**src/hw/rtl/tbp_pkg.sv**
```systemverilog
// ----------------------------------------------------------------------------
// Tournament branch predictor package
// Shared types and constants for the predictor front end and table engine.
// ----------------------------------------------------------------------------
package tbp_pkg;

  localparam int unsigned PC_W     = 32;
  localparam int unsigned CTR_W    = 3;
  localparam int unsigned CHO_W    = 2;
  localparam int unsigned LHIST_W  = 16;
  localparam int unsigned THR_W    = 16;
  localparam int unsigned CFG_IDX_W = 1;
  localparam int unsigned CFG_DATA_W = 16;

  localparam logic [CTR_W-1:0] CTR_MAX  = 3'd7;
  localparam logic [CTR_W-1:0] CTR_MID  = 3'd3;
  localparam logic [CTR_W-1:0] CTR_INIT = 3'd4;
  localparam logic [CHO_W-1:0] CHO_MAX  = 2'd3;

  localparam logic [CFG_IDX_W-1:0] CFG_LOOP_MIN_PERIOD = 1'd0;
  localparam logic [CFG_IDX_W-1:0] CFG_GREEDY_ENABLE   = 1'd1;

  typedef enum logic {
    CMD_PREDICT = 1'b0,
    CMD_UPDATE  = 1'b1
  } cmd_t;

  typedef struct packed {
    cmd_t            cmd;
    logic [PC_W-1:0] pc;
    logic            taken;
  } req_t;

  function automatic logic [CTR_W-1:0] ctr_train(input logic [CTR_W-1:0] c,
                                                 input logic up,
                                                 input logic greedy);
    logic [CTR_W-1:0] r;
    r = c;
    if (up) begin
      if (greedy && c == CTR_MID) r = CTR_MAX;
      else if (c < CTR_MAX) r = c + 3'd1;
    end else begin
      if (greedy && c == CTR_INIT) r = '0;
      else if (c > 3'd0) r = c - 3'd1;
    end
    return r;
  endfunction

endpackage

```
**src/hw/rtl/tbp_if.sv**
```systemverilog
// ----------------------------------------------------------------------------
// Tournament branch predictor channels
// Valid/ready channel interfaces for request and prediction beats.
// ----------------------------------------------------------------------------
interface tbp_req_if;
  logic        valid;
  logic        ready;
  logic        cmd;
  logic [31:0] pc;
  logic        taken;
  modport source (output valid, cmd, pc, taken, input ready);
  modport sink (input valid, cmd, pc, taken, output ready);
endinterface


```
**src/hw/rtl/tbp_front.sv**
```systemverilog
// ----------------------------------------------------------------------------
// Tournament branch predictor front end
// Accepts request beats and holds them in a two-entry queue for the engine.
// ----------------------------------------------------------------------------
module tbp_front (
  input  logic          clk,
  input  logic          rst_n,
  tbp_req_if.sink       in_req,
  output logic          q_valid,
  output tbp_pkg::req_t q_data,
  input  logic          q_pop
);
  import tbp_pkg::*;

  req_t       mem_r [2];
  logic       wp_r, rp_r;
  logic [1:0] cnt_r;
  logic       push;
  req_t       beat;

  assign in_req.ready = (cnt_r != 2'd2);
  assign push    = in_req.valid && in_req.ready;
  assign q_valid = (cnt_r != 2'd0);
  assign q_data  = mem_r[rp_r];
  assign beat.cmd   = cmd_t'(in_req.cmd);
  assign beat.pc    = in_req.pc;
  assign beat.taken = in_req.taken;

  always_ff @(posedge clk) begin
    if (push) mem_r[wp_r] <= beat;
  end

  always_ff @(posedge clk) begin
    if (!rst_n) begin
      wp_r  <= 1'b0;
      rp_r  <= 1'b0;
      cnt_r <= 2'd0;
    end else begin
      if (push) wp_r <= ~wp_r;
      if (q_pop) rp_r <= ~rp_r;
      cnt_r <= cnt_r + {1'b0, push} - {1'b0, q_pop};
    end
  end
endmodule

```
**src/flat_wrapper.sv**
```systemverilog
// flat-port wrapper written by rule: the top's interface ports become plain ports
module tbp_front_flat import tbp_pkg::*;
  (clk, rst_n, q_valid, q_data, q_pop, in_req_valid, in_req_cmd, in_req_pc, in_req_taken, in_req_ready);
  tbp_req_if in_req_i ();
  input  logic clk;
  input  logic rst_n;
  output logic q_valid;
  output tbp_pkg::req_t q_data;
  input  logic q_pop;
  input wire logic [$bits(in_req_i.valid)-1:0] in_req_valid;
  input wire logic [$bits(in_req_i.cmd)-1:0] in_req_cmd;
  input wire logic [$bits(in_req_i.pc)-1:0] in_req_pc;
  input wire logic [$bits(in_req_i.taken)-1:0] in_req_taken;
  output wire logic [$bits(in_req_i.ready)-1:0] in_req_ready;
  assign in_req_i.valid = in_req_valid;
  assign in_req_i.cmd = in_req_cmd;
  assign in_req_i.pc = in_req_pc;
  assign in_req_i.taken = in_req_taken;
  assign in_req_ready = in_req_i.ready;
  tbp_front u_core (.clk(clk), .rst_n(rst_n), .in_req(in_req_i), .q_valid(q_valid), .q_data(q_data), .q_pop(q_pop));
endmodule
```
**config.mk**
```make
export PLATFORM = sky130hd
export DESIGN_NAME = tbp_front_flat
export DESIGN_NICKNAME = d
export VERILOG_FILES = /design/src/hw/rtl/tbp_pkg.sv /design/src/hw/rtl/tbp_if.sv /design/src/hw/rtl/tbp_front.sv /design/src/flat_wrapper.sv
export SDC_FILE = /design/constraint.sdc
export NUM_CORES = 1
export LEC_CHECK = 0
export BUFFER_PORTS_ARGS = -buffer_cell sky130_fd_sc_hd__buf_2
export CORE_MARGIN = 5
export CORE_UTILIZATION = 56
export CTS_CLUSTER_SIZE = 10
export DETAILED_ROUTE_END_ITERATION = 16
export PLACE_DENSITY = 0.84
export SETUP_SLACK_MARGIN = 0.05
export SYNTH_ARGS = -nofsm -noshare
export SYNTH_HDL_FRONTEND = slang
export SYNTH_SLANG_ARGS = --single-unit
```
**constraint.sdc**
```tcl
create_clock -name clk -period 3 [get_ports clk]
set_input_delay 0.15 -clock clk [delete_from_list [all_inputs] [get_ports clk]]
set_output_delay 0.15 -clock clk [all_outputs]
set_load 0.02 [all_outputs]
```
==> flow_summary.toml <==
[layout]
drive_gt1_frac = 0.541
seq_area_mm2 = 0.00214
syn2layout_area_growth_pct = 29.9
final_nets = 276
postLayoutCellArea_mm2 = 0.00369
num_antenna_cells = 0
multi_input_area_um2 = 646
nFillCells = 332
fin_cells = 312

[timing]
finalSetupViolations = 0
hold_viol = 0
fin_setup_tns_ns = 0
rsz0062_at_grt = "no"
fin_skew_ns = 0.00555
slew-limit-headroom = 0.692
max_freq_mhz = 485
timing.final.crit_share = 0.687
worst_pin_slew_ns = 0.463
drv_slew = 0
min_period_ns = 2.06
setup_ws_ns = 0.939

[drt]
num_vias = 1505
drc = 0
wl_per_cell_um = 15.5
via_per_inst = 4.82
first_pass_iters = 4
ant_nets = 0
drt_iter0_markers = 48
drt-total-wl_mm = 4.84

[floorplan]
chipWidth_um = 81.2
rows = 26
start_util = 0.567
die_area_mm2 = 0.00660
boundaryPins = 74
coreArea_mm2 = 0.00501
fp.dieH_um = 81.2

[clock_network]
h-tree-depth = 3
cts_tree = "done"
cts.sinks = 73
cts_setup_buffers = 0
clk_pin_slew_ns = 0.07
clockBufferDepth = 2
cts_buffers = 9
insertion_delay_ns = 0.33
root_buffer = "clkbuf_8"

[yosys]
yosysWarningCount = 0
synth.most_common_cell = "edfxtp_1"
synthArstFlopShare = 0
syn_area_mm2 = 0.00284
synth_top_area_frac = 0.719
synthCells = 132
synth-seq-cells = 73
yosys.area.top_type = "edfxtp_1"
synthTopCellsByArea = "edfxtp_1 72%, mux2_4 16%, dfxtp_1 3.5%"
synth_seq_area_share = 0.754
synth_edf_count = 68
syn_area_per_cell_um2 = 21.5
synth.distinct_cells = 22
synth.net_count = 171
synth_common_cells = "68 x edfxtp_1, 30 x mux2_4, 5 x dfxtp_1, 4 x buf_6, 4 x mux2_2"
synthFlopType = "edfxtp_1"

[setup_path]
r2r_slack_ns = 1.50
regToRegEndpoint = "u_core.mem_r[0][22]"
arrival_ns = 1.91
r2r_start = "u_core.cnt_r[0]"
endpoint_kind = "primary output"
required_ns = 2.85
worst_setup_path_start_kind = "flip-flop"
crit_fanout = 22
reg2regPathDepth = 4
worst-setup-path-type = "reg -> out"

[run_status]
outcome = "completed"

[min_path]
hold_start = "in_req_pc[13]"
min_path_type = "in -> reg"
min_path_cells = 1
hold-path-endpoint = "u_core.mem_r[0][14]"

[pwr]
p_sw_frac = 0.241
pwr-share-comb = 0.168
ir_drop_v = 0.000486
clockPowerShare = 0.310
seqPwrFrac = 0.522
internal-power_mw = 1.80
p_leak_nw = 1.48
power_switching_mw = 0.572
power_density_mw_per_mm2 = 644
power_mw = 2.37

[global_routing]
grt_start_max_net_pins = 35
track_usage = 0.162
grt_pass1_vias = 1620
grt_pass1_wl_mm = 7.62
grt-ovfl-total = 0
antenna_found_initial = 0

[place]
gp_congestion = 0.700
dp_worst_setup_slack_ns = 1.27
post_dp_cell_area_mm2 = 0.00327
placed_cells = 274
portBuffers = 73

[run]
drv_cap = 0
-- final cells by class --
| class | count | share of cell area |
|---|---|---|
| flip-flops and latches | 73 | 0.581 |
| clock buffers | 11 | 0.0383 |
| inverters | 2 | 0.00204 |
| repair buffers | 98 | 0.165 |
| well taps | 70 | 0.0237 |
| clock inverters | 5 | 0.0149 |
| multi-input cells | 53 | 0.175 |
-- worst max path at each step --
stage | startpoint | to | slack [ns] | depth (start not counted)
finish | flip-flop | q_data[1] | 0.94 | 3
global route | flip-flop | q_data[1] | 0.84 | 3
CTS | flip-flop | q_data[0] | 0.91 | 3
detailed placement | flip-flop | q_data[1] | 1.27 | 3
global placement | flip-flop | q_data[2] | 1.29 | 3
floorplan | u_core.cnt_r[0] | u_core.mem_r[1][0] | 1.18 | 2
-- cells in the final DEF (no fill, tap or decap), types with 2 or more instances in the layout --
cell type | netlist | final
mux2_4 | 30 | 30
edfxtp_1 | 68 | 68
buf_2 | 0 | 73
clkinvlp_4 | 0 | 2
and2_1 | 2 | 2
dfxtp_1 | 5 | 4
mux2i_1 | 2 | 2
clkbuf_8 | 0 | 10
clkinv_2 | 0 | 2
buf_4 | 0 | 3
nand2_1 | 2 | 2
mux2_2 | 4 | 4
inv_1 | 2 | 2
dlygate4sd3_1 | 0 | 22
-- per-stage QoR --
| step | util | hold slack (ns) |
|---|---|---|
| floorplan | - | 0.249 |
| global placement | 0.653 | 0.338 |
| detailed placement | 0.653 | 0.341 |
| CTS | 0.734 | 0.0000776 |
| global route | 0.736 | 0.000680 |
| finish | 0.736 | 0.0147 |
-- state kept, by name, indices dropped and copies added, names as in the netlist, named ones only --
name,count
u_core.rp_r,1
u_core.mem_r,68
u_core.cnt_r,2
u_core.wp_r,1
-- power by group through the flow --
stage	Clock (mW)	Sequential, mW	Combinational (mW)
2_1_floorplan	0	1.25	0.280
3_3_place_gp	0	1.26	0.376
3_5_place_dp	0	1.26	0.382
4_1_cts	0.758	1.24	0.405
5_1_grt	0.809	1.25	0.427
6_report	0.736	1.24	0.399
-- worst max-delay path, cell delays in order (launching register included) --
cell	delay (ns)
dfxtp_2	0.60
buf_4	0.44
mux2_2	0.38
buf_2	0.16
-- logic make-up (layout without fill, tap and decap cells) --
group,Yosys count,count (layout),share of synthesized area
simple gates,11,11,0.0264
mux,36,36,0.181
fa+ha+maj,1,1,0.00440
compound gates,4,4,0.0119
buf+inv,6,116,0.0185
flops,73,73,0.754
xor+xnor,1,1,0.00308
-- metal layers --
metal / part of all wire / vias to the layer above / track usage
li1: - / 721 / -
met1: 0.37 / 728 / 0.174
met2: 0.55 / 44 / 0.287
met3: 0.054 / 12 / 0.0399
met4: 0.026 / 0 / 0.0946
met5: 0 / - / 0
-- repair_timing --
| item | 4_1_cts | 5_1_grt |
|---|---|---|
| setup endpoints to repair | 0 | 0 |
| endpoints found under the hold margin | 38 | 2 |
| hold buffers | 21 | 1 |
| resized for setup | 0 | 0 |
Note: power is estimated with default switching activity, not from simulation.
